### src/rtl/sre_pkg.sv
// ============================================================================
// sre_pkg: shared types and constants for the streaming reduction engine
// Holds the mode codes, the controller states, the channel payloads, the
// command and status structs, and the floor(e^k) threshold table.
// ============================================================================
package sre_pkg;

    localparam int DATA_WIDTH_DEF = 32;
    localparam int ACC_WIDTH_DEF  = 64;
    localparam int COUNT_BITS_DEF = 25;
    localparam int MODE_W         = 4;
    localparam int EXP_TOP        = 43;

    typedef enum logic [MODE_W-1:0] {
        MODE_MAX     = 4'd0,
        MODE_MIN     = 4'd1,
        MODE_SUM     = 4'd2,
        MODE_MEAN    = 4'd3,
        MODE_SUMSQ   = 4'd4,
        MODE_L1      = 4'd5,
        MODE_L2      = 4'd6,
        MODE_PROD    = 4'd7,
        MODE_LOGSUM  = 4'd8,
        MODE_LOGSEXP = 4'd9
    } mode_t;

    typedef enum logic [2:0] {
        ST_ACCEPT,
        ST_MUL,
        ST_MUL_HI,
        ST_UPDATE,
        ST_FINISH,
        ST_ITER,
        ST_RESULT,
        ST_OUTPUT
    } state_t;

    // Channel payloads.
    typedef struct packed {
        logic signed [DATA_WIDTH_DEF-1:0] element;
        logic                             last_of_group;
    } sre_in_t;

    typedef struct packed {
        logic signed [DATA_WIDTH_DEF-1:0] reduced_value;
        logic                             overflow;
        logic                             domain_error;
    } sre_out_t;

    typedef struct packed {
        logic [MODE_W-1:0] reduce_mode;
    } sre_cfg_t;

    // Controller to datapath.
    typedef struct packed {
        logic take;       // capture the incoming element
        logic mul;        // register the lower partial product
        logic mul_hi;     // register the full product / square
        logic update;     // fold into the accumulator
        logic fin_start;  // set up the end-of-group unit
        logic fin_step;   // one iteration of the end-of-group unit
        logic result;     // form the saturated result
    } sre_cmd_t;

    // Datapath to controller.
    typedef struct packed {
        logic last;       // held element closes the group
        logic fin_done;   // end-of-group iterations complete
    } sre_sts_t;

    function automatic logic [63:0] expf(input logic [5:0] k);
        logic [63:0] v;
        case (k)
            6'd0:  v = 64'd1;
            6'd1:  v = 64'd2;
            6'd2:  v = 64'd7;
            6'd3:  v = 64'd20;
            6'd4:  v = 64'd54;
            6'd5:  v = 64'd148;
            6'd6:  v = 64'd403;
            6'd7:  v = 64'd1096;
            6'd8:  v = 64'd2980;
            6'd9:  v = 64'd8103;
            6'd10: v = 64'd22026;
            6'd11: v = 64'd59874;
            6'd12: v = 64'd162754;
            6'd13: v = 64'd442413;
            6'd14: v = 64'd1202604;
            6'd15: v = 64'd3269017;
            6'd16: v = 64'd8886110;
            6'd17: v = 64'd24154952;
            6'd18: v = 64'd65659969;
            6'd19: v = 64'd178482300;
            6'd20: v = 64'd485165195;
            6'd21: v = 64'd1318815734;
            6'd22: v = 64'd3584912846;
            6'd23: v = 64'd9744803446;
            6'd24: v = 64'd26489122129;
            6'd25: v = 64'd72004899337;
            6'd26: v = 64'd195729609428;
            6'd27: v = 64'd532048240601;
            6'd28: v = 64'd1446257064291;
            6'd29: v = 64'd3931334297144;
            6'd30: v = 64'd10686474581524;
            6'd31: v = 64'd29048849665247;
            6'd32: v = 64'd78962960182680;
            6'd33: v = 64'd214643579785916;
            6'd34: v = 64'd583461742527454;
            6'd35: v = 64'd1586013452313430;
            6'd36: v = 64'd4311231547115195;
            6'd37: v = 64'd11719142372802611;
            6'd38: v = 64'd31855931757113756;
            6'd39: v = 64'd86593400423993746;
            6'd40: v = 64'd235385266837019985;
            6'd41: v = 64'd639843493530054949;
            6'd42: v = 64'd1739274941520501047;
            6'd43: v = 64'd4727839468229346561;
            default: v = 64'hFFFF_FFFF_FFFF_FFFF;
        endcase
        return v;
    endfunction

endpackage

### src/rtl/sre_ctrl.sv
// ============================================================================
// sre_ctrl: sequencing controller
// Steps each element through capture, two multiply halves and accumulate,
// and at the end of a group through the iterative finishing unit and the
// output.
// ============================================================================
module sre_ctrl
    import sre_pkg::*;
(
    input  logic     clk,
    input  logic     rst_n,
    input  logic     in_valid,
    output logic     in_ready,
    output logic     out_valid,
    input  logic     out_ready,
    output sre_cmd_t cmd,
    input  sre_sts_t sts
);

    state_t state_reg;
    state_t state_next;

    always_ff @(posedge clk or negedge rst_n)
    begin
        if (!rst_n)
        begin
            state_reg <= ST_ACCEPT;
        end
        else
        begin
            state_reg <= state_next;
        end
    end

    always_comb
    begin
        state_next = state_reg;
        case (state_reg)
            ST_ACCEPT: if (in_valid) state_next = ST_MUL;
            ST_MUL:    state_next = ST_MUL_HI;
            ST_MUL_HI: state_next = ST_UPDATE;
            ST_UPDATE: state_next = sts.last ? ST_FINISH : ST_ACCEPT;
            ST_FINISH: state_next = ST_ITER;
            ST_ITER:   if (sts.fin_done) state_next = ST_RESULT;
            ST_RESULT: state_next = ST_OUTPUT;
            ST_OUTPUT: if (out_ready) state_next = ST_ACCEPT;
            default:   state_next = ST_ACCEPT;
        endcase
    end

    always_comb
    begin
        cmd       = '0;
        in_ready  = 1'b0;
        out_valid = 1'b0;
        case (state_reg)
            ST_ACCEPT:
            begin
                in_ready = 1'b1;
                cmd.take = in_valid;
            end
            ST_MUL:    cmd.mul = 1'b1;
            ST_MUL_HI: cmd.mul_hi = 1'b1;
            ST_UPDATE: cmd.update = 1'b1;
            ST_FINISH: cmd.fin_start = 1'b1;
            ST_ITER:   cmd.fin_step = ~sts.fin_done;
            ST_RESULT: cmd.result = 1'b1;
            ST_OUTPUT: out_valid = 1'b1;
            default:   cmd = '0;
        endcase
    end

    a_one_side: assert property (@(posedge clk) disable iff (!rst_n)
        !(in_ready && out_valid))
        else $error("input and output open together");
    a_out_hold: assert property (@(posedge clk) disable iff (!rst_n)
        out_valid && !out_ready |=> out_valid)
        else $error("result dropped while stalled");
    a_take_mul: assert property (@(posedge clk) disable iff (!rst_n)
        cmd.take |=> cmd.mul)
        else $error("captured element not multiplied");
    a_mul_hi: assert property (@(posedge clk) disable iff (!rst_n)
        cmd.mul |=> cmd.mul_hi)
        else $error("lower partial product not followed by upper");

endmodule

### config.mk
export PLATFORM = sky130hd
export DESIGN_NAME = sre_ctrl
export DESIGN_NICKNAME = d
export VERILOG_FILES = /design/src/rtl/sre_pkg.sv /design/src/rtl/sre_ctrl.sv
export SDC_FILE = /design/constraint.sdc
export NUM_CORES = 1
export LEC_CHECK = 0
export ABC_AREA = 0
export BUFFER_PORTS_ARGS = -buffer_cell sky130_fd_sc_hd__clkbuf_2
export CORE_AREA = 2 2 39 41
export DETAILED_ROUTE_END_ITERATION = 10
export DIE_AREA = 0 0 41 43
export SYNTH_ARGS = -nofsm -noshare
export SYNTH_HDL_FRONTEND = slang
export SYNTH_SLANG_ARGS = --single-unit
### constraint.sdc
create_clock -name clk -period 0.9 [get_ports clk]
set_input_delay 0.18 -clock clk [delete_from_list [all_inputs] [get_ports clk]]
set_output_delay 0.18 -clock clk [all_outputs]
set_load 0.01 [all_outputs]
==> results of run 1 <==
-- kinds of logic (layout without fill, tap and decap cells) --
logic type,count (synthesis),after routing
buffers and inverters,4,30
flip-flops,3,3
AND/OR/NAND/NOR,16,16
AO/OA/AOI/OAI,6,6
-- area by class of cell --
class                      instances  area share, %
clock buffer                       4           5.34
multi-input combinational         22           35.4
timing repair buffer              25           38.4
inverter                           1          0.763
sequential                         3           16.0
tap                               16           4.07
-- worst max-delay path: cells and delay by family, from the launching register on --
| kind | cells | cell delay, ns |
|---|---|---|
| simple gates | 1 | 0.20 |
| buf+inv | 2 | 0.27 |
| flops | 1 | 0.43 |
-- metal layers --
layer / share of wire (%) / global-route usage (%) / vias to the layer above
li1: - / - / 150
met1: 36 / 9.03 / 140
met2: 58 / 15.9 / 8
met3: 5.9 / 3.14 / 0
met4: 0 / 8.00 / 0
met5: 0 / 0 / -
-- metrics by stage --
| step | utilization, % | hold slack [ns] | instance area [um^2] | total power, mW | instances |
|---|---|---|---|---|---|
| floorplan | - | -0.116 | 282 | 1.01 | 29 |
| global placement | 28.0 | -0.0206 | 388 | 1.27 | 63 |
| detailed placement | 28.0 | -0.0193 | 388 | 1.29 | 63 |
| CTS | 31.9 | 0.171 | 442 | 1.63 | 69 |
| global route | 35.5 | 0.187 | 492 | 1.91 | 71 |
| finish | 35.5 | 0.175 | 492 | 1.76 | 71 |
-- power breakdown --
group,switching [mW],internal (mW)
combinational,0.470,0.676
sequential,0.160,0.221
clock,0.0686,0.166
-- worst min path at each step --
stage | from | to | slack [ns] | cells after the start
floorplan | rst_n | state_reg[0]$_DFFE_PN0P_ | -0.12 | 0
detailed placement | rst_n | state_reg[1]$_DFFE_PN0P_ | -0.02 | 1
global placement | rst_n | state_reg[1]$_DFFE_PN0P_ | -0.02 | 1
CTS | out_ready | state_reg[2]$_DFFE_PN0P_ | 0.17 | 2
global route | out_ready | state_reg[2]$_DFFE_PN0P_ | 0.19 | 2
finish | out_ready | state_reg[2]$_DFFE_PN0P_ | 0.17 | 2
-- synthesized netlist by cell type --
library cell  n
or2b_1        1
clkbuf_8      1
and2_1        1
and3b_1       1
nand2_1       3
a31oi_1       1
dfrtp_1       3
nor2_1        5
inv_1         1
and3_4        1
buf_6         2
a21oi_1       4
nor3b_1       2
nand2b_1      1
a2bb2oi_2     1
nor3_4        1
-- repair_timing --
item                                    CTS  global route
setup buffers                             1             2
pin swaps                                 3             4
hold buffers                              1             0
hold endpoints to repair                  3             0
endpoints found under the setup margin   12            12
gates resized for setup                   4            15
==> metrics.md, run 1 <==
| Metric | Value |
|---|---|
| Status | finished, violations left |
| Failing checks | setup timing |
| Max clock buf depth | 2 |
| DR vias/cell | 4.20 |
| CP startpoint | state_reg[2]$_DFFE_PN0P_ |
| Clock buffer count from CTS | 3 |
| Clock skew | 0.00225 ns |
| Final WS setup | -0.406 ns |
| DR vias | 298 |
| WL/cell | 10.3 um |
| Pre-CTS setup slack | -0.264 ns |
| Synth Register Bits | 3 |
| Startpoint Class | flop |
| WP data required | 0.72 ns |
| Wirelength, routed | 732 um |
| Largest net degree at the start of global routing | 11 |
| CP Max Fanout | 9 |
| Clock Pin Slew Worst Setup and Hold Paths | 0.04 ns |
| Cell variety after synth | 16 |
| Detail Route Antenna Nets | 0 |
| # clock sinks | 3 |
| R2r startpoint | state_reg[0]$_DFFE_PN0P_ |
| Final Hold Viols | 0 |
| Routability cong. | 0.748 |
| Hold Path Class | input pin to flop |
| Largest cells by area after synthesis | dfrtp_1, buf_6, a21oi_1 |
| Global route overflow | 0 |
| Post-synthesis mux area share | 0% |
| Placed wire-length estimate | 517 um |
| Reg2Reg Capture Point | state_reg[0]$_DFFE_PN0P_ |
| IO buf count | 14 |
| DIE AREA | 1760 um^2 |
| Worst EP arrival | 1.13 ns |
| Post-synthesis compound-gate area fraction | 16.0% |
| CTS root buf | clkbuf_4 |
| Clk Latency, worst-skew pair | 0.23 ns |
| Synth Area in XOR/XNOR | 0% |
| CP endpoint | cmd[0] |
| Max reg flops | 3 |
| Largest family of logic cells by synthesized area | simple AND/OR/NAND/NOR gates |
| # DRC | 0 |
| CTS tree | yes |
| Post-synthesis adder-cell area fraction | 0% |
| Fin nets | 62 |
| Worst path slowest cell | dfrtp_2 |
| Ant. Diodes | 0 |
| Antenna violations before repair | 0 |
| P_leak | 0.247 nW |
| Initial Utilization | 18.6% |
| Layout cells sized above 1 | 72.7% |
| Slew at the pin closest to its max-slew limit | 0.208 ns |
| Final TNS setup | -3.84 ns |
| Max cap viols | 0 |
| Fin. max-slew vios | 0 |
| First-pass GRT wire length | 1080 um |
| Crit Path Class | flop to primary output |
| Tmin final | 1.31 ns |
| DRT Pass-1 Iters | 2 |
| Storage element area | 78.8 um^2 |
| Worst-case reg-to-reg path depth | 5 |
| Finish-stage setup viols | 12 |
| FF-to-FF setup slack | -0.18 ns |
| Fmax | 766 MHz |
| Most frequent cells in the layout | clkbuf_2, buf_6, buf_4 |
| 1st-iter DRT viols | 5 |
| Peak VDD IR | 1.11 mV |
| Cells after Synth | 29 |
| Post-synth top area share | 29.1% |
| Filler instances | 145 |
| Unrepaired setup endpoints after global routing | yes |
| # H-tree levels | 1 |
| Post-synthesis sequential area ratio | 29.1% |
| Critical path capture point type | primary output |
| Synth warn | 0 |
| Footprint of the multi-input gates | 174 um^2 |
| Mean post-synth cell area | 8.89 um^2 |
| Die Y | 43 um |
| Total track usage | 9.75% |
| Worst path max stage delay | 0.43 ns |
| Slew margin rel. | 86.2% |
| Post-synthesis simple-gate area fraction | 39.3% |
| I/O pins | 15 |
| Mapped Nets | 35 |
| Vias in the first global route | 280 |
| Pwr per Cell Area | 3580 nW/um^2 |
| Chip width | 41 um |
| Crit path cell chain | buf_6, and3b_2, clkbuf_2 |
| Cell taking the most area after synthesis | dfrtp_1 |
| Core ar. | 1380 um^2 |
| FP Rows | 14 |
| Cell Area, Synth | 258 um^2 |
| Fin crit share | 145% |
| Area added between synthesis and finish | 90.8% |
Note: power is estimated with default switching activity, not from simulation.
==> run 2, diff against run 1 <==
- RECOVER_POWER: default -> 50
==> metrics.md, run 2 (synthesis results as in run 1) <==
| Metric | Value |
|---|---|
| Placed cell count | 63 (unchanged) |
| WP data required | 0.72 ns (about the same) |
| Area added between synthesis and finish | 90.3% |
| 1st-iter DRT viols | 5 (unchanged) |
| Max cap viols | 0 (unchanged) |
| Final TNS setup | -3.84 ns (unchanged) |
| Sw frac | 39.6% (about the same) |
| Startpoint Class | flop |
| Max clock buf depth | 2 (unchanged) |
| Total track usage | 9.75% (unchanged) |
| Detail Route Antenna Nets | 0 (unchanged) |
| FP Rows | 14 (unchanged) |
| Failing checks | setup timing |
| DR vias | 298 (unchanged) |
| Global route overflow | 0 (unchanged) |
| Routability cong. | 0.748 (unchanged) |
| CTS tree | yes |
| IO buf count | 14 (unchanged) |
| Ant. Diodes | 0 (unchanged) |
| DRT Pass-1 Iters | 2 (unchanged) |
| # DRC | 0 (unchanged) |
| Flop pwr share | 21.6% (about the same) |
| First-pass GRT wire length | 1080 um (unchanged) |
| Largest net degree at the start of global routing | 11 (unchanged) |
| Slew margin rel. | 86.2% (unchanged) |
| Cell Int Power | 1.06 mW (about the same) |
| WL/cell | 10.3 um (+0.27%) |
| CP endpoint | cmd[0] |
| Crit Path Class | flop to primary output |
| CTS root buf | clkbuf_4 |
| Worst-case reg-to-reg path depth | 5 (unchanged) |
| CP Max Fanout | 9 (unchanged) |
| Chip width | 41 um (unchanged) |
| DIE AREA | 1760 um^2 (unchanged) |
| Worst EP arrival | 1.13 ns (about the same) |
| CP startpoint | state_reg[2]$_DFFE_PN0P_ |
| Clock Pin Slew Worst Setup and Hold Paths | 0.04 ns (about the same) |
| Max reg flops | 3 (unchanged) |
| FF-to-FF setup slack | -0.18 ns (about the same) |
| Switching power total | 0.698 mW (about the same) |
| Logic gate share of total power | 65.1% (about the same) |
| Finish-stage setup viols | 12 (unchanged) |
| Core ar. | 1380 um^2 (unchanged) |
| Fin nets | 62 (unchanged) |
| # H-tree levels | 1 (unchanged) |
| Unrepaired setup endpoints after global routing | yes |
| Pre-CTS setup slack | -0.264 ns (unchanged) |
| Reg2Reg Capture Point | state_reg[0]$_DFFE_PN0P_ |
| P_leak | 0.244 nW (-1.2%) |
| R2r startpoint | state_reg[0]$_DFFE_PN0P_ |
| Hold Slack | 0.175 ns (+0.0000450 ns) |
| Clock power share | 13.3% (about the same) |
| Critical path capture point type | primary output |
| Antenna violations before repair | 0 (unchanged) |
| I/O pins | 15 (unchanged) |
| Final WS setup | -0.406 ns (unchanged) |
| Wirelength, routed | 734 um (+0.27%) |
| Clock skew | 0.00225 ns (unchanged) |
| Hold Path Class | input pin to flop |
| Fin crit share | 145% (unchanged) |
| DP Area | 388 um^2 (unchanged) |
| Pwr per Cell Area | 3590 nW/um^2 (+0.22%) |
| Final Hold Viols | 0 (unchanged) |
| Tmin final | 1.31 ns (unchanged) |
| Clock buffer count from CTS | 3 (unchanged) |
| Fmax | 766 MHz (unchanged) |
| # clock sinks | 3 (unchanged) |
| Status | finished, violations left |
| Placed wire-length estimate | 517 um (unchanged) |
| Most frequent cells in the layout | buf_6, clkbuf_2, buf_4 |
| Fin. max-slew vios | 0 (unchanged) |
| Layout cells sized above 1 | 70.9% (-1.8 points) |
| Fin cells | 71 (unchanged) |
| Initial Utilization | 18.6% (unchanged) |
| Die Y | 43 um (unchanged) |
| DR vias/cell | 4.20 (unchanged) |
| Most common cell after layout, fill and taps aside | buf_6 |
| Fin area | 490 um^2 (-0.25%) |
| Slew at the pin closest to its max-slew limit | 0.208 ns (unchanged) |
| Peak VDD IR | 1.11 mV (about the same) |
| Clk Latency, worst-skew pair | 0.23 ns (about the same) |
| Vias in the first global route | 280 (unchanged) |
[run 2: cell counts in the layout (fill, tap and decap cells not counted)]
No cell type changed its count.
[run 2: per-stage QoR]
stage                     util, %  power (mW)
final                        35.4        1.76
after global routing         35.4        1.91
after CTS                    31.9        1.63
after detailed placement     28.0        1.29
after global placement       28.0        1.27
after floorplan                 -        1.01
[run 2: layout make-up]
cell class / count / area (um^2)
repair buffers: 25 / 188
fillers: 146 / 893
flip-flops and latches: 3 / 78.8
inverters: 1 / 3.75
clock buffers: 4 / 26.3
well taps: 16 / 20.0
multi-input cells: 22 / 174
[run 2: repair_timing]
action                     CTS  global route
gates resized for setup      4            15
hold buffers                 1             0
setup buffers                1             2
hold endpoints to repair     3             0
pin swaps                    3             4
setup endpoints to repair   12            12
[run 2: power groups by stage]
stage	Sequential [mW]	Clock (mW)	Combinational, mW
3_3_place_gp	0.366	0	0.906
4_1_cts	0.363	0.251	1.01
5_1_grt	0.400	0.267	1.24
6_report	0.380	0.235	1.15
3_5_place_dp	0.374	0	0.913
2_1_floorplan	0.261	0	0.751
[run 2: worst max-delay path: stages, from the launching register on]
cell      delay [ns]
dfrtp_2         0.43
buf_6           0.15
and3b_2         0.20
clkbuf_2        0.12
[run 2: metal layers]
| metal | global-route usage (%) | vias up | part of all wire [%] |
|---|---|---|---|
| li1 | - | 150 | - |
| met5 | 0 | - | 0 |
| met1 | 9.03 | 140 | 36 |
| met2 | 15.9 | 8 | 58 |
| met3 | 3.14 | 0 | 5.9 |
| met4 | 8.00 | 0 | 0 |
[run 2: worst min-delay path by stage]
stage / from / to / slack (ns) / depth (start not counted)
6_report: out_ready / state_reg[2]$_DFFE_PN0P_ / 0.17 / 2
5_1_grt: out_ready / state_reg[2]$_DFFE_PN0P_ / 0.19 / 2
4_1_cts: out_ready / state_reg[2]$_DFFE_PN0P_ / 0.17 / 2
3_5_place_dp: rst_n / state_reg[1]$_DFFE_PN0P_ / -0.02 / 1
3_3_place_gp: rst_n / state_reg[1]$_DFFE_PN0P_ / -0.02 / 1
2_1_floorplan: rst_n / state_reg[0]$_DFFE_PN0P_ / -0.12 / 0
